`config.mk`:
```
export PLATFORM = sky130hd
export DESIGN_NAME = bapr_div_chain
export DESIGN_NICKNAME = d
export VERILOG_FILES = /design/src/hdl/bapr_div_cell.sv /design/src/hdl/bapr_div_chain.sv
export SDC_FILE = /design/constraint.sdc
export NUM_CORES = 2
export LEC_CHECK = 0
export BUFFER_PORTS_ARGS = -buffer_cell sky130_fd_sc_hd__buf_2
export CORE_MARGIN = 1
export CORE_UTILIZATION = 26
export DETAILED_ROUTE_END_ITERATION = 12
export HOLD_SLACK_MARGIN = 0.12
export PLACE_DENSITY = 0.41
export SLEW_MARGIN = 20
export SYNTH_ARGS = -nofsm -noshare
export SYNTH_HDL_FRONTEND = slang
export SYNTH_SLANG_ARGS = --single-unit
```
`constraint.sdc`:
```
create_clock -name clock -period 7.7 [get_ports clock]
set_input_delay 0.77 -clock clock [delete_from_list [all_inputs] [get_ports clock]]
set_output_delay 0.77 -clock clock [all_outputs]
set_load 0.03 [all_outputs]
```
`src/hdl/bapr_div_cell.sv`:
```
// One restoring-division cell: resolves one quotient bit per item and passes
// the item on to the next cell. Side data rides along unchanged.
// Depends on nothing outside this file.
`default_nettype none

module bapr_div_cell #(
   parameter int N = 32,   // dividend and quotient width
   parameter int D = 16,   // divisor and remainder width
   parameter int S = 8     // side payload width
) (
   input  wire logic         clock,
   input  wire logic         reset,
   input  wire logic         advance,
   input  wire logic         in_valid,
   input  wire logic [D-1:0] in_rem,
   input  wire logic [N-1:0] in_dvd,
   input  wire logic [S-1:0] in_side,
   input  wire logic [D-1:0] divisor,
   output logic              out_valid,
   output logic [D-1:0]      out_rem,
   output logic [N-1:0]      out_dvd,
   output logic [S-1:0]      out_side
);

   logic [D:0]   trial;
   logic [D+1:0] diff;
   logic         borrow;
   logic [D-1:0] rem_in;
   logic [N-1:0] dvd_in;
   logic         valid_ff;
   logic [D-1:0] rem_ff;
   logic [N-1:0] dvd_ff;
   logic [S-1:0] side_ff;

   // Shift in the next dividend bit and try to subtract the divisor
   always_comb begin
      trial  = {in_rem, in_dvd[N-1]};
      diff   = {1'b0, trial} - {2'b00, divisor};
      borrow = diff[D+1];
      rem_in = borrow ? trial[D-1:0] : diff[D-1:0];
      dvd_in = {in_dvd[N-2:0], ~borrow};
   end

   // Clear the valid bit under reset
   always_ff @(posedge clock) begin
      if (reset) begin
         valid_ff <= 1'b0;
      end else if (advance) begin
         valid_ff <= in_valid;
      end
   end

   // Advance the payload with the pipeline
   always_ff @(posedge clock) begin
      if (advance) begin
         rem_ff  <= rem_in;
         dvd_ff  <= dvd_in;
         side_ff <= in_side;
      end
   end

   assign out_valid = valid_ff;
   assign out_rem   = rem_ff;
   assign out_dvd   = dvd_ff;
   assign out_side  = side_ff;

endmodule

`default_nettype wire

```
`src/hdl/bapr_div_chain.sv`:
```
// Row of N division cells, one quotient bit per cell, most significant first.
// Depends on bapr_div_cell.
`default_nettype none

module bapr_div_chain #(
   parameter int N = 32,
   parameter int D = 16,
   parameter int S = 8
) (
   input  wire logic         clock,
   input  wire logic         reset,
   input  wire logic         advance,
   input  wire logic         in_valid,
   input  wire logic [N-1:0] in_dividend,
   input  wire logic [S-1:0] in_side,
   input  wire logic [D-1:0] divisor,
   output logic              out_valid,
   output logic [N-1:0]      out_quotient,
   output logic [D-1:0]      out_remainder,
   output logic [S-1:0]      out_side
);

   logic         valid_w [0:N];
   logic [D-1:0] rem_w   [0:N];
   logic [N-1:0] dvd_w   [0:N];
   logic [S-1:0] side_w  [0:N];

   // Feed the first cell with a cleared remainder
   assign valid_w[0] = in_valid;
   assign rem_w[0]   = '0;
   assign dvd_w[0]   = in_dividend;
   assign side_w[0]  = in_side;

   // Chain the cells; each shifts the quotient bit into the dividend word
   for (genvar k = 0; k < N; k++) begin : g_cell
      bapr_div_cell #(
         .N(N),
         .D(D),
         .S(S)
      ) u_cell (
         .clock    (clock),
         .reset    (reset),
         .advance  (advance),
         .in_valid (valid_w[k]),
         .in_rem   (rem_w[k]),
         .in_dvd   (dvd_w[k]),
         .in_side  (side_w[k]),
         .divisor  (divisor),
         .out_valid(valid_w[k+1]),
         .out_rem  (rem_w[k+1]),
         .out_dvd  (dvd_w[k+1]),
         .out_side (side_w[k+1])
      );
   end

   assign out_valid     = valid_w[N];
   assign out_quotient  = dvd_w[N];
   assign out_remainder = rem_w[N];
   assign out_side      = side_w[N];

endmodule

`default_nettype wire

```
Word level (Yosys, flattened, before mapping)
Index checks and enable logic that the tools add are counted.

storage, ports and cells
  word-level logic and storage cells = 225
  input bits = 60
  output and inout bits = 57
  register bits = 1824

operators by class
  bitwise gates (word level) = 32
  muxes and demuxes = 32
  add/sub/neg operators = 32

operators with widths
  kind            number
  $sub 17x16->18  31
  $mux 16         31
  $not 1->1       32
  $sub 1x16->17   1
  $mux 1          1

Logic depth before layout (Yosys ltp)
  depth in word-level cells = 2
  gate-level depth with buffers = 12
  mapped depth without buffers = 11

By module
Synthesis repeated with hierarchy kept, for this count alone.

second synthesis, totals
  cells, all modules = 6701
  area total of the unflattened synthesis = 90991.0 um^2

modules (own cells, without submodules)
  module                                 seq. area each (um^2)  area an instance (um^2)  times used  cells an instance
  bapr_div_cell (g_cell[26].u_cell ...)  1701.6                 2845.2                   14          210
  bapr_div_cell (g_cell[10].u_cell ...)  1701.6                 2877.8                   13          216
  bapr_div_cell (g_cell[0].u_cell ...)   1701.6                 2723.9                   4           184
  bapr_div_cell (g_cell[12].u_cell)      1701.6                 2847.7                   1           216
  bapr_div_chain                         0.0                    3.8                      1           1

Least setup slack after synthesis
Ideal clock, no wire load.

  path type = input -> register
  start point = in divisor[1]
  end point = reg g_cell[10].u_cell.rem_ff[10], data pin
  library setup time = 0.260 ns
  data required time = 7.440 ns
  path buffers = 2
  stages = 11
  data arrival time = 5.097 ns
  path slack = 2.343 ns
  cell sequence = clkbuf_1 > inv_1 > ha_1 > nor2b_1 > o31a_1 > a41oi_1 > a21oi_1 > a31o_2 > a21boi_2 > buf_4 > mux2_2

between the ends
  longest elaborated chain between the ends = 2

ends and longest elaborated chain
  what                                    RTL line              RTL
  from (decl)                             bapr_div_chain.sv:16  input wire logic [D-1:0] divisor,
  $sub 17x16->18                          bapr_div_cell.sv:38   diff = {1'b0, trial} - {2'b00, divisor};
  $mux 16                                 bapr_div_cell.sv:40   rem_in = borrow ? trial[D-1:0] : diff[D-1:0];
  named net g_cell[10].u_cell.rem_in[10]  bapr_div_cell.sv:28   logic [D-1:0] rem_in;
  to (signal assigned)                    bapr_div_cell.sv:56   rem_ff <= rem_in;
  to (decl)                               bapr_div_cell.sv:31   logic [D-1:0] rem_ff;

The timed path passes the listed nets, and every way through them passes these cells.
A chain may end at the register's enable or synchronous reset.

Worst setup path after layout
  start point = in divisor[1]
  end point = reg g_cell[29].u_cell.rem_ff[2], data pin

between the ends
  longest elaborated chain between the ends = 2

ends and longest elaborated chain
  what                                   RTL line
  $sub 17x16->18                         bapr_div_cell.sv:38
  $mux 16                                bapr_div_cell.sv:40
  named net g_cell[29].u_cell.rem_in[2]  bapr_div_cell.sv:28
  to (signal assigned)                   bapr_div_cell.sv:56
  to (decl)                              bapr_div_cell.sv:31

The timed path passes the listed nets, and every way through them passes these cells.

==> run summary <==
Crit-path cells = buf_2 > clkinv_2 > buf_12 > ha_1 > nor2b_1 > o2111ai_1 > a31oi_1 > a21oi_1 > o21bai_1 > a21oi_2 > mux2_2
All-Layer GR Usage = 10.8%
Vias in the first global route = 47738
Finished Core Util = 30.4%
Maxcap violations = 0
IO buf count = 116
HP Class = in2reg
Worst Path Buf+Inv = 3
Pre-CTS setup slack = 2.52 ns
Seq/Total Area, Yosys = 64.7%
Fillcell total = 31869
Critical Path Source Type = input pin
Avg Cell Area, Syn = 14.4 um2
Die X = 571 um
Post-CTS Resized = 0
Worst vdd ir = 0.191 mV
Vias = 47555
Final setup violating endpoints = 0
Placer Congestion = 0.817
CP delay by family, top = compound AO/OA/AOI/OAI gates
Area share of the largest cell type after synthesis = 64.0%
Yosys Warn Count = 0
Pleak = 0.0353 uW
Final #Nets = 6765
FFs w/ async S/R, synth = 0%
Post-synth design cell area = 84100 um2
Initial antenna violation count = 9
TritonRoute pass-1 iters = 5
Tmin final = 4.18 ns
Proportion of layout cells with a drive suffix above 1 = 14.1%
WS Path Type = in2reg
CP arrival = 4.82 ns
Ports = 117
Full die area = 326000 um2
Wire length per cell = 16.9 um
Antenna-violating nets left = 0
Storage cell area = 54500 um2
CTS buffer count = 220
Final Power = 38600 uW
Non-filler cells, final = 10653
Initial Util = 26.2%
Clock latency on the worst-skew pair = 0.91 ns
Wire length of the first global-routing pass = 278 mm
Worst relative slew slack = 25.8%
Post-synthesis cell count = 5825
WL final = 180 mm
Distinct cells, synth = 94
Power per cell area = 395 nW/um2
CTS max path bufs = 4
Post-Place Cells = 10219
H-tree levels = 4
Commonest cells in the synthesized netlist = edfxtp_1, ha_1, nor2_1
Count leader, synth = edfxtp_1
Yosys reg bits = 1824
Vias/cell = 4.46
CP required = 8.34 ns
Top_reg_cell synth = edfxtp_1
Core area = 321000 um2
Largest net degree at the start of global routing = 169
Final hold viol count = 0
Largest area contributor in the netlist = edfxtp_1
GR Overflow Total = 0
Final Skew = 0.0735 ns
Fin Setup TNS = 0 ns
DR iter-0 viols = 2743
Critical Path Fanout Max = 32
Outcome = completed
CTS sink cnt = 1824
HPWL after DPL = 116 mm
TritonCTS clock tree = done
Die Y = 571 um
Least-Margin Pin Slew = 1.11 ns
Fmax = 239 MHz
Post-route worst setup slack = 3.52 ns
CP max stage delay = 0.74 ns
Top cells by area, synth = edfxtp_1, ha_1, mux2_2
Area of the multi-input gates = 28500 um2
Worst setup EP type = flip-flop
Drt drc = 0
Cell chosen for the clock root = clkbuf_16
Max-slew violations = 0
Worst-path clk slew = 0.06 ns
Fin crit share = 54.3%
Site Rows = 208
RSZ-0062 raised after global routing = no
Synthesis-to-finish area growth = 16.2%
EDFF count, synth = 1792
CP max-delay cell = a21oi_2
flip-flops by register name (all words and copies together), names as in the netlist:
| name | cells |
|---|---|
| g_cell.u_cell.out_dvd | 1024 |
| g_cell.u_cell.out_side | 256 |
| g_cell.u_cell.out_rem | 512 |
| g_cell.u_cell.out_valid | 32 |
worst paths after layout:
kind,start,endpoint,slack [ns],cells past startpoint
max,divisor[1],g_cell[29].u_cell.out_rem[2],3.52,11
min,in_dividend[31],g_cell[0].u_cell.out_rem[0],0.25,3
max reg2reg,g_cell[3].u_cell.out_dvd[31],g_cell[4].u_cell.out_rem[14],4.20,11
min reg2reg,g_cell[26].u_cell.out_dvd[11],g_cell[27].u_cell.out_dvd[12],0.36,0
worst reg2reg max path, stage by stage (launching register included):
cell	delay, ns
edfxtp_1	0.37
inv_1	0.20
ha_1	0.32
inv_1	0.09
fa_1	0.45
a211oi_1	0.35
o21ai_0	0.20
nand4_1	0.14
nor3b_1	0.46
nor4b_1	0.13
a211o_1	0.25
mux2_2	0.26
layout by cell type (no fill, tap or decap), types with 50 or more instances in the layout:
cell type  count
nand3_1       72
edfxtp_1    1792
mux2_2       316
clkbuf_16    222
nand2_1      263
buf_2        115
mux2i_1       81
ha_1         498
a211oi_1      68
a21oi_1      301
nor2b_1       70
nor3_1        92
xnor2_1      195
nor2_1       364
clkinv_1      54
a21o_1       145
o21ai_0      323
o21a_1       115
inv_1        169
xor2_1       118
nand2b_1      50
cell type report:
type | count | area share [%]
Clock inverter | 130 | 1.42
Multi-Input combinational cell | 3731 | 29.1
Clock buffer | 263 | 5.85
Sequential cell | 1824 | 55.7
Inverter | 181 | 0.696
Antenna cell | 1 | 0.00256
Timing Repair Buffer | 218 | 1.69
Tap cell | 4305 | 5.51
kinds of logic (layout without fill, tap and decap cells):
logic type | count (synthesis) | count (layout) | share of synthesized area, %
other cells | 1 | 8 | 0.00446
mux | 405 | 405 | 5.33
buf+inv | 276 | 792 | 1.49
fa+ha+maj | 529 | 529 | 8.14
simple gates | 1139 | 1139 | 6.57
xor+xnor | 313 | 313 | 3.26
flops | 1824 | 1824 | 64.7
compound gates | 1338 | 1338 | 10.5
repair_timing:
action / in CTS / in global routing
hold endpoints to repair: 40 / 0
buffers inserted: 0 / 0
hold buffers: 40 / 0
power by group:
group	total, uW	internal [uW]	switching, uW	leakage (uW)
Sequential	14800	13700	1070	0.0178
Clock	10300	6090	4210	0.00344
Combinational	13600	6340	7250	0.0141
Total	38600	26100	12500	0.0353
stage by stage:
step	hold slack (ns)	instance area, um2
6_report	0.247	97700
3_5_place_dp	0.405	90200
2_1_floorplan	0.400	84100
4_1_cts	0.143	97700
5_1_grt	0.203	97700
3_3_place_gp	0.400	90200
routing by layer:
layer	global-route usage [%]	wire length, um
met4	3.47	5280
met3	2.27	8640
met2	17.4	82300
met1	14.5	83400
met5	0	0
No activity file was read; power rests on OpenSTA's default activity.
