### src/hdl/bapr_rsp_buffer.sv
// Two-entry output buffer that decouples the pipeline from the result channel.
// Room is a registered flag, so no path runs from rsp ready to req ready.
// Depends on nothing outside this file.
`default_nettype none

module bapr_rsp_buffer #(
   parameter int W = 99
) (
   input  wire logic         clock,
   input  wire logic         reset,
   input  wire logic         push,
   input  wire logic [W-1:0] push_data,
   input  wire logic         pop_ready,
   output logic              out_valid,
   output logic [W-1:0]      out_data,
   output logic              has_room
);

   logic [1:0]   count_ff;
   logic [1:0]   count_in;
   logic [W-1:0] head_ff;
   logic [W-1:0] tail_ff;
   logic         pop;

   assign pop = out_valid && pop_ready;

   // Track occupancy
   always_comb begin
      count_in = count_ff;
      if (push && !pop) begin
         count_in = count_ff + 2'd1;
      end else if (pop && !push) begin
         count_in = count_ff - 2'd1;
      end
   end

   always_ff @(posedge clock) begin
      if (reset) begin
         count_ff <= 2'd0;
      end else begin
         count_ff <= count_in;
      end
   end

   // Move entries: head is what the channel shows
   always_ff @(posedge clock) begin
      if (pop && !push) begin
         head_ff <= tail_ff;
      end else if (push && pop) begin
         head_ff <= push_data;
      end else if (push && count_ff == 2'd0) begin
         head_ff <= push_data;
      end else if (push) begin
         tail_ff <= push_data;
      end
   end

   assign out_valid = count_ff != 2'd0;
   assign out_data  = head_ff;
   assign has_room  = count_ff != 2'd2;

endmodule

`default_nettype wire

### config.mk
export PLATFORM = sky130hd
export DESIGN_NAME = bapr_rsp_buffer
export DESIGN_NICKNAME = d
export VERILOG_FILES = /design/src/hdl/bapr_rsp_buffer.sv
export SDC_FILE = /design/constraint.sdc
export NUM_CORES = 1
export LEC_CHECK = 0
export ABC_CLOCK_PERIOD_IN_PS = 16900
export BUFFER_PORTS_ARGS = -buffer_cell sky130_fd_sc_hd__buf_2
export CORE_AREA = 2 2 111 167
export CTS_CLUSTER_SIZE = 20
export DETAILED_ROUTE_END_ITERATION = 8
export DIE_AREA = 0 0 113 169
export GPL_ROUTABILITY_DRIVEN = 1
export PLACE_DENSITY = 0.66
export SYNTH_ARGS = -nofsm -noshare
export SYNTH_HDL_FRONTEND = slang
export SYNTH_SLANG_ARGS = --single-unit
### constraint.sdc
create_clock -name clock -period 16.9 [get_ports clock]
set_input_delay 3.38 -clock clock [delete_from_list [all_inputs] [get_ports clock]]
set_output_delay 3.38 -clock clock [all_outputs]
set_load 0.01 [all_outputs]
# == Word level (Yosys, flattened, before mapping) ==
# Index checks and enable logic that the tools add are counted.
# totals
reg_bits,200
input_bits,103
output_inout_bits,101
# classes
n_addsub,2
n_mux,5
n_eq_ne,1
n_reduce_logical,12
n_bitwise,3
# ops
operator,count
$mux W99,3
$logic_and A1 B1 Y1,5
$mux W2,2
$reduce_and A4 Y1,1
$reduce_bool A2 Y1,2
$not A1 Y1,3
$reduce_bool A3 Y1,1
$add A2 B1 Y2 const B,1
$logic_not A1 Y1,2
$logic_not A2 Y1,1
$ne A2 B2 Y1 const B,1
$sub A2 B1 Y2 const B,1

# == Logic depth before layout (Yosys ltp) ==
# Gate-level depths: netlist of the first run.
# logic_depth
word_depth,5
depth_mapped,6

# == Worst setup path after synthesis of the first run ==
# OpenSTA, ideal clock, no wires.
# synth_timing
path_type,input -> register
startpoint,input pop_ready
endpoint,"register tail_ff[0], enable pin"
setup_time_ns,0.799
setup_slack_ns,2.624
path_stages,6
arrival_time_ns,13.477
path_cell_list,o21ai_0 > inv_1 > ha_1 > buf_4 > buf_6 > nor4_1
# synth_between
elab_chain_cells,4
# synth_rtl
item,line_no,rtl
start: declaration,13,"input wire logic pop_ready,"
$logic_and A1 B1 Y1 (*),25,assign pop = out_valid && pop_ready;
$logic_and A1 B1 Y1 (on tied branches),"49, 47",
$not A1 Y1 (no line),-,
$reduce_and A4 Y1 (no line) (*),-,
end signal: assignment,54,tail_ff <= push_data;
end: declaration,22,logic [W-1:0] tail_ff;
# Mark *: on every way between the ends. The rest lies on a longest branch, timed or not.
# A chain may end at the register's enable or synchronous reset.

# == Final worst setup path of the first run ==
# layout_timing
startpoint,input pop_ready
endpoint,"register tail_ff[35], enable pin"
# Same word-level chain as after synthesis.

==> results of run 1 <==
## sequential cells by signal (all words and copies together) (netlist names)
name / count
tail_ff: 99
count_ff: 2
out_data: 99
## through the flow
stage | cells | cell area, sq um | hold WS (ns) | total power, mW
final | 772 | 9090 | 0.535 | 1.52
after global routing | 772 | 9090 | 0.560 | 1.60
after CTS | 770 | 9080 | 0.541 | 1.55
after detailed placement | 741 | 8570 | 0.527 | 1.18
after global placement | 741 | 8570 | 0.503 | 1.17
after floorplan | 327 | 7330 | 0.475 | 1.07
## power breakdown
| part | total (mW) | switching, mW | internal [mW] |
|---|---|---|---|
| clock network | 0.367 | 0.167 | 0.200 |
| logic | 0.352 | 0.224 | 0.128 |
| registers | 0.806 | 0.0431 | 0.763 |
| total | 1.52 | 0.434 | 1.09 |
## Yosys cell counts
| cell | n | area share (%) |
|---|---|---|
| xor2_1 | 2 | 0.24 |
| nor4_1 | 1 | 0.085 |
| or3_1 | 1 | 0.085 |
| a21oi_1 | 1 | 0.068 |
| dfxtp_1 | 2 | 0.55 |
| buf_6 | 10 | 1.5 |
| edfxtp_1 | 198 | 81 |
| buf_4 | 1 | 0.10 |
| inv_1 | 3 | 0.15 |
| nor2_1 | 2 | 0.10 |
| o21ai_0 | 3 | 0.20 |
| ha_1 | 3 | 0.51 |
| mux2_2 | 99 | 15 |
| nand2b_1 | 1 | 0.085 |
## routing by layer
metal  routed length (microns)  vias up
li1                          -     1731
met1                      5270     1840
met2                      7550      126
met3                       793       31
met4                       461        0
met5                         0        -
## cells in the final DEF, fill, tap and decap left out, types with 3 or more instances in the layout
cell / count
buf_2: 203
buf_4: 5
clkbuf_1: 3
clkbuf_16: 17
clkinv_1: 3
edfxtp_1: 198
inv_1: 3
mux2_2: 99
## area by class of cell
cell class	instances	area [sq um]
multi-input combinational	113	1250
antenna	2	5.00
tap	217	272
inverter	3	11.3
clock buffer	20	437
fill	1494	8630
timing repair buffer	208	1050
clock inverter	9	80.1
sequential	200	5990
## worst register-to-register path: stages, from the launching register on
cell and delay [ns]:
dfxtp_1 0.36, o21ai_0 0.42, inv_1 0.17, ha_4 0.38, nor4_2 0.30, buf_4 0.48, buf_4 0.71
## final timing paths
path / end / startpoint / cells after the start / slack, ns
setup / recovery: tail_ff[35] / pop_ready / 7 / 11.15
hold reg to reg: count_ff[1] / count_ff[1] / 2 / 0.53
setup reg to reg: tail_ff[35] / count_ff[0] / 6 / 13.61
hold / removal: count_ff[1] / count_ff[1] / 2 / 0.53
## cell families after synthesis
logic type / share of synthesized area (%)
compound gates: 0.273
xor+xnor: 0.239
fa+ha+maj: 0.512
buf+inv: 1.79
flops: 81.6
mux: 15.2
simple gates: 0.359
==> impl_metrics.csv, run 1 <==
group,metric,value,unit
status,status,"complete, but fails checks",
status,violations,"DRC",
worst_setup_path,cp-start-kind,"input port",
timing,worst_clock_skew,0.00725,ns
pwr,leakagePower,3.39,nW
cells_and_area,syn_to_final_growth,24.0,%
place,port_buffers,203,
logic_synthesis,synth.avg_cell_area,22.4,sq um
logic_synthesis,synth.distinct_cells,14,
route,vias_per_cell,4.83,
global_routing,antenna_found_initial,2,
route,wl_per_cell,18.2,microns
global_routing,grt.total_usage,14.8,%
timing,finalHoldViolCount,0,
worst_setup_path,cp.required,16.95,ns
floorplanning,die_w,113,microns
floorplanning,io_pins,204,
hold_path,hp-class,"reg -> reg",
timing,period_share,34.0,%
timing,rsz0062_at_grt,"false",
timing,maxSlewHeadroom,44.3,%
logic_synthesis,synth.net_count,433,
route,drc,13,
worst_setup_path,crit_top_cell,"buf_4",
place,gp_congestion,0.763,
logic_synthesis,synth_area,7330,sq um
route,ant_nets,0,
logic_synthesis,syn_inst,327,
cells_and_area,nets,649,
route,vias,3728,
timing,fmax,174,MHz
floorplanning,die-area,19100,sq um
clock_network,path_clk_slew,0.07,ns
cells_and_area,final_util,51.3,%
route,wirelength,14.1,mm
worst_setup_path,critPathBufInv,4,
clock_network,ctsResizeCount,0,
clock_network,clk_path_buf_depth,2,
worst_setup_path,cp-end-kind,"register",
pwr,max-vdd-ir-drop,0.192,mV
floorplanning,row_count,60,
timing,fin_crit,5.75,ns
global_routing,use_met2,24.7,%
clock_network,cts-root-buf,"clkbuf_16",
worst_setup_path,slowest_stage,"buf_4",
logic_synthesis,seq_area_frac_synth,81.6,%
global_routing,gr-max-usage-layer,"met2",
global_routing,grt_pass1_wl,21.2,mm
global_routing,use_met3,4.44,%
route,drt-initial-drc-count,338,
place,dpl.hpwl,9.38,mm
clock_network,clock_latency,0.42,ns
global_routing,grt_pass1_vias,3957,
clock_network,hold_buffers,0,
pwr,pwr_density_cell,168,nW/um^2
clock_network,cts.sinks,200,
global_routing,met1_usage,16.7,%
logic_synthesis,ys_ff_latch,200,
logic_synthesis,synth_warnings,0,
timing,slew_violations,0,
worst_setup_path,cpLargestDelayFamily,"buffers and inverters",
place,pre_cts_slack,10.65,ns
clock_network,cts_post_setup_buffers_inserted,0,
clock_network,htree_levels,4,
timing,worst_slack,11.15,ns
worst_setup_path,setup.worst_path.class,"in -> reg",
route,dr.pass1.iters,8,
timing,worstMarginPinSlew,0.836,ns
worst_setup_path,max_stage_delay,0.70,ns
floorplanning,start_util,41.4,%
cells_and_area,layout-drive-gt1-share,60.2,%
global_routing,grt_max_degree,62,
floorplanning,core,17700,sq um
timing,tns,0,ns
worst_setup_path,worstPathMaxFanout,61,
worst_setup_path,arrival,5.80,ns
clock_network,cts_inserted_buffers,17,
run,maxCapViolCount,0,
timing,finalSetupViolations,0,
floorplanning,fp.dieH,169,microns
global_routing,grt.overflow.total,0,
worst_setup_path,crit_chain,"buf_2 -> o21ai_0 -> inv_1 -> ha_4 -> nor4_2 -> buf_4 -> buf_4",
clock_network,cts_tree,"done",
(Power assumes the default switching activity.)
==> run 2: changes to the inputs <==
--- a/config.mk
+++ b/config.mk
@@ -5,7 +5,7 @@
 export SDC_FILE = /design/constraint.sdc
 export NUM_CORES = 1
 export LEC_CHECK = 0
-export ABC_CLOCK_PERIOD_IN_PS = 16900
+export ABC_CLOCK_PERIOD_IN_PS = 5800
 export BUFFER_PORTS_ARGS = -buffer_cell sky130_fd_sc_hd__buf_2
 export CORE_AREA = 2 2 111 167
 export CTS_CLUSTER_SIZE = 20
==> constraint.sdc (replaced) <==
create_clock -name clock -period 5.8 [get_ports clock]
set_input_delay 1.16 -clock clock [delete_from_list [all_inputs] [get_ports clock]]
set_output_delay 1.16 -clock clock [all_outputs]
set_load 0.01 [all_outputs]
==> run 2 against run 1 <==
The flow still finishes with violations (DRC). Power increased to 3.0 times the previous value. Core utilization increased by 0.54 points. Critical path depth shrank 1. Via count grew 0.54%. Register-to-register slack lost 11 ns. Clock skew hardly changed. First-iteration DRC count shrank 29%. Final area grew 1.0%. Critical path type unchanged. Largest cell class unchanged. Largest power group unchanged.
==> impl_metrics.csv, run 2 (synthesis results as in run 1) <==
group,metric,value,unit
floorplanning,die_w,113,microns
place,dpl.hpwl,9.35,mm
timing,tns,0,ns
floorplanning,die-area,19100,sq um
global_routing,grt_pass1_wl,21.1,mm
clock_network,ctsResizeCount,0,
floorplanning,start_util,41.4,%
worst_setup_path,r2r_slack,3.01,ns
global_routing,grt.overflow.total,0,
clock_network,cts-root-buf,"clkbuf_16",
global_routing,grt_max_degree,67,
run,maxCapViolCount,0,
clock_network,cts_inserted_buffers,17,
timing,period_share,54.5,%
worst_setup_path,cp-end-kind,"register",
cells_and_area,layout_commonest_cell,"buf_2",
worst_setup_path,worstReg2RegEnd,"out_data[52]",
clock_network,cts_post_setup_buffers_inserted,0,
pwr,max-vdd-ir-drop,0.488,mV
worst_setup_path,critPathBufInv,3,
cells_and_area,syn_to_final_growth,25.3,%
status,violations,"DRC",
worst_setup_path,reg2reg_depth,5,
place,gp_congestion,0.760,
route,wirelength,13.7,mm
clock_network,path_clk_slew,0.06,ns
timing,worstMarginPinSlew,0.879,ns
clock_network,cts_tree,"done",
worst_setup_path,cp-endpoint,"out_data[52]",
cells_and_area,final_cell_mix,"buf_2 (203), edfxtp_1 (198), mux2_2 (99)",
place,place_area,8580,sq um
timing,worst_clock_skew,0.00723,ns
timing,fin_crit,3.16,ns
worst_setup_path,cp.required,5.97,ns
route,drc,12,
worst_setup_path,crit_chain,"buf_2 -> o21ai_0 -> inv_1 -> ha_4 -> buf_4 -> mux2_2",
worst_setup_path,cp-start-kind,"input port",
timing,finalHoldViolCount,0,
worst_setup_path,slowest_stage,"buf_4",
pwr,pwr_density_cell,500,nW/um^2
timing,slew_violations,0,
hold_path,hp-class,"reg -> reg",
worst_setup_path,crit_path_start,"pop_ready",
clock_network,clock_latency,0.42,ns
floorplanning,fp.dieH,169,microns
route,dr.pass1.iters,6,
floorplanning,core,17700,sq um
worst_setup_path,arrival,3.33,ns
timing,finalSetupViolations,0,
route,wl_per_cell,17.7,microns
worst_setup_path,worstPathMaxFanout,66,
cells_and_area,nets,649,
cells_and_area,n_antenna_cell,0,
route,vias_per_cell,4.85,
timing,fmax,316,MHz
clock_network,clk_path_buf_depth,2,
route,drt-initial-drc-count,240,
worst_setup_path,path_depth,6,
worst_setup_path,setup.worst_path.class,"in -> reg",
timing,rsz0062_at_grt,"false",
cells_and_area,fin_area,9190,sq um
route,vias,3748,
global_routing,grt.total_usage,14.6,%
cells_and_area,layout-drive-gt1-share,60.7,%
clock_network,hold_buffers,0,
place,port_buffers,203,
status,status,"complete, but fails checks",
worst_setup_path,max_stage_delay,0.74,ns
floorplanning,row_count,60,
worst_setup_path,r2r_start,"count_ff[0]",
clock_network,htree_levels,4,
pwr,leakagePower,3.44,nW
clock_network,cts.sinks,200,
floorplanning,io_pins,204,
global_routing,grt_pass1_vias,4066,
global_routing,antenna_found_initial,0,
pwr,power,4.59,mW
timing,maxSlewHeadroom,41.4,%
worst_setup_path,cpLargestDelayFamily,"buffers and inverters",
cells_and_area,n_fill_cell,1498,
route,ant_nets,0,
[run 2: how the worst min path moves through the flow]
stage,depth (start not counted),start,endpoint
after floorplan,2,count_ff[1],count_ff[1]
after global placement,2,count_ff[1],count_ff[1]
after detailed placement,2,count_ff[1],count_ff[1]
after CTS,2,count_ff[1],count_ff[1]
after global routing,1,tail_ff[5],out_data[5]
final,2,count_ff[1],count_ff[1]
[run 2: layout make-up]
| cell class | instances | area [sq um] | area share [%] |
|---|---|---|---|
| clock buffers | 21 | 440 | 4.79 |
| repair buffers | 208 | 1050 | 11.5 |
| multi-input cells | 113 | 1250 | 13.7 |
| clock inverters | 10 | 168 | 1.83 |
| flip-flops and latches | 200 | 5990 | 65.2 |
| inverters | 3 | 11.3 | 0.123 |
| well taps | 217 | 272 | 2.96 |
[run 2: tightest hold or removal path: stages, from the launching register on]
cell and delay [ns]:
dfxtp_1 0.34, o21ai_0 0.08, a21oi_1 0.06
[run 2: metrics by stage]
stage / instances / util [%] / hold slack (ns) / setup WS [ns]
floorplan: 327 / - / 0.475 / 0.218
global placement: 741 / 48.4 / 0.506 / 2.20
detailed placement: 741 / 48.4 / 0.515 / 2.15
CTS: 772 / 51.8 / 0.528 / 2.61
global route: 772 / 51.8 / 0.557 / 2.49
finish: 772 / 51.8 / 0.524 / 2.64
[run 2: routing by layer]
metal,routed length [microns],GRT usage (%)
met1,4860,15.8
met5,0,0
met2,7350,24.7
met4,622,9.33
met3,854,4.58
[run 2: report_power, final]
group	internal, mW	total (mW)	switching (mW)
clock	0.725	1.22	0.494
combinational	0.376	1.04	0.665
sequential	2.22	2.33	0.114
==> run 3: changes to the inputs <==
--- a/config.mk
+++ b/config.mk
@@ -5,14 +5,14 @@
 export SDC_FILE = /design/constraint.sdc
 export NUM_CORES = 1
 export LEC_CHECK = 0
-export ABC_CLOCK_PERIOD_IN_PS = 5800
+export ABC_CLOCK_PERIOD_IN_PS = 2550
 export BUFFER_PORTS_ARGS = -buffer_cell sky130_fd_sc_hd__buf_2
 export CORE_AREA = 2 2 111 167
 export CTS_CLUSTER_SIZE = 20
 export DETAILED_ROUTE_END_ITERATION = 8
 export DIE_AREA = 0 0 113 169
 export GPL_ROUTABILITY_DRIVEN = 1
-export PLACE_DENSITY = 0.66
+export PLACE_DENSITY = 0.68
 export SYNTH_ARGS = -nofsm -noshare
 export SYNTH_HDL_FRONTEND = slang
 export SYNTH_SLANG_ARGS = --single-unit
==> constraint.sdc (replaced) <==
create_clock -name clock -period 2.55 [get_ports clock]
set_input_delay 0.51 -clock clock [delete_from_list [all_inputs] [get_ports clock]]
set_output_delay 0.51 -clock clock [all_outputs]
set_load 0.01 [all_outputs]
==> run 3 against run 2 <==
Clock power grew 120%. Critical endpoint is now tail_ff[50]. Register-to-register slack worse by 2.5 ns. Largest cell class unchanged. Global-route usage increased by 0.47 points. Wire length grew 2.7%. The flow still finishes with violations (DRC). Setup slack lost 2.1 ns.
==> impl_metrics.csv, run 3 (synthesis results as in run 1) <==
group,metric,value,unit
status,status,"complete, but fails checks",
status,violations,"DRC",
place,port_buffers,203,
hold_path,hp-start,"reset",
clock_network,ctsResizeCount,0,
route,wirelength,14.1,mm
global_routing,grt_pass1_wl,21.6,mm
floorplanning,fp.dieH,169,microns
global_routing,grt_max_degree,67,
place,dpl.hpwl,9.52,mm
clock_network,cts_inserted_buffers,17,
floorplanning,die-area,19100,sq um
place,pre_cts_slack,0.402,ns
global_routing,antenna_found_initial,0,
clock_network,cts.sinks,200,
timing,period_share,78.9,%
timing,fin_crit,2.01,ns
place,gp_congestion,0.753,
timing,finalSetupViolations,0,
route,drt-initial-drc-count,197,
floorplanning,core,17700,sq um
worst_setup_path,cp-start-kind,"register",
worst_setup_path,worstPathMaxFanout,53,
route,drc,11,
pwr,leakagePower,3.43,nW
route,wl_per_cell,18.2,microns
worst_setup_path,r2r_start,"count_ff[1]",
floorplanning,start_util,41.4,%
pwr,pwr_density_cell,1130,nW/um^2
clock_network,cts_tree,"done",
timing,fmax,497,MHz
clock_network,clock_latency,0.43,ns
clock_network,clk_path_buf_depth,2,
worst_setup_path,setup.worst_path.class,"reg -> reg",
timing,worst_slack,0.539,ns
worst_setup_path,crit_path_start,"count_ff[1]",
clock_network,path_clk_slew,0.07,ns
timing,finalHoldViolCount,0,
cells_and_area,final_cells,773,
clock_network,htree_levels,4,
cells_and_area,syn_to_final_growth,25.9,%
route,vias_per_cell,4.88,
cells_and_area,n_antenna_cell,0,
timing,worstMarginPinSlew,0.439,ns
run,maxCapViolCount,0,
route,vias,3772,
timing,tns,0,ns
timing,rsz0062_at_grt,"false",
global_routing,grt.overflow.total,0,
clock_network,cts_post_setup_buffers_inserted,0,
worst_setup_path,cp.required,2.65,ns
route,dr.pass1.iters,6,
cells_and_area,layout-drive-gt1-share,61.5,%
cells_and_area,seq_area,5990,sq um
route,ant_nets,0,
floorplanning,row_count,60,
cells_and_area,n_fill_cell,1451,
floorplanning,io_pins,204,
global_routing,grt_pass1_vias,4054,
place,dp_cells,742,
clock_network,cts-root-buf,"clkbuf_16",
pwr,max-vdd-ir-drop,1.12,mV
worst_setup_path,cp-end-kind,"register",
timing,slew_violations,0,
global_routing,grt.total_usage,15.1,%
clock_network,hold_buffers,0,
cells_and_area,final_util,52.1,%
cells_and_area,final_cell_mix,"buf_2 (203), edfxtp_1 (198), mux2_2 (99)",
worst_setup_path,arrival,2.11,ns
cells_and_area,multi_input_area,1270,sq um
floorplanning,die_w,113,microns
timing,worst_clock_skew,0.00635,ns
hold_path,hp-class,"in -> reg",
timing,maxSlewHeadroom,70.7,%
cells_and_area,nets,650,
cells_and_area,layout_commonest_cell,"buf_2",
==> run 3: changes by cell type in the layout (fill, tap and decap cells not counted), sizes merged <==
| cell | before | now |
|---|---|---|
| inv | 6 | 7 |
| bufinv | 4 | 2 |
| buf | 208 | 209 |
| clkbuf | 21 | 18 |
| clkinv | 3 | 2 |
| clkinvlp | 0 | 5 |
==> run 3: final cells by class <==
class / count / share of cell area, %
sequential: 200 / 64.8
multi-input combinational: 113 / 13.7
timing repair buffer: 209 / 12.2
clock buffer: 18 / 4.65
tap: 217 / 2.94
clock inverter: 13 / 1.59
inverter: 3 / 0.122
==> run 3: worst paths after layout <==
path	end	slack, ns	cells past startpoint
max	tail_ff[50]	0.54	5
min reg2reg	out_data[23]	0.55	1
max reg2reg	tail_ff[50]	0.54	5
min	count_ff[1]	0.26	2
==> run 3: routing by layer <==
| metal | up-vias | wire length, microns | track usage [%] |
|---|---|---|---|
| met3 | 33 | 782 | 4.30 |
| met4 | 0 | 498 | 8.32 |
| li1 | 1743 | - | - |
| met5 | - | 0 | 0 |
| met2 | 141 | 7580 | 25.7 |
| met1 | 1855 | 5200 | 17.0 |
==> run 3: worst max-delay path: stages, from the launching register on <==
cell	delay, ns
dfxtp_1	0.37
o21ai_4	0.23
inv_2	0.08
ha_1	0.21
nor4_4	0.42
buf_12	0.33
==> run 3: power breakdown <==
group	switching [mW]	total [mW]	internal, mW	leakage (nW)
Clock	1.18	2.63	1.45	0.266
Combinational	1.51	2.44	0.937	1.27
Sequential	0.301	5.34	5.04	1.89
==> run 3: per-stage QoR <==
step	hold WS, ns	cell area, sq um	power, mW
6_report	0.255	9230	10.4
5_1_grt	0.233	9230	10.9
4_1_cts	0.225	9230	10.6
3_5_place_dp	0.533	8660	7.93
3_3_place_gp	0.527	8660	7.83
2_1_floorplan	0.514	7390	6.85
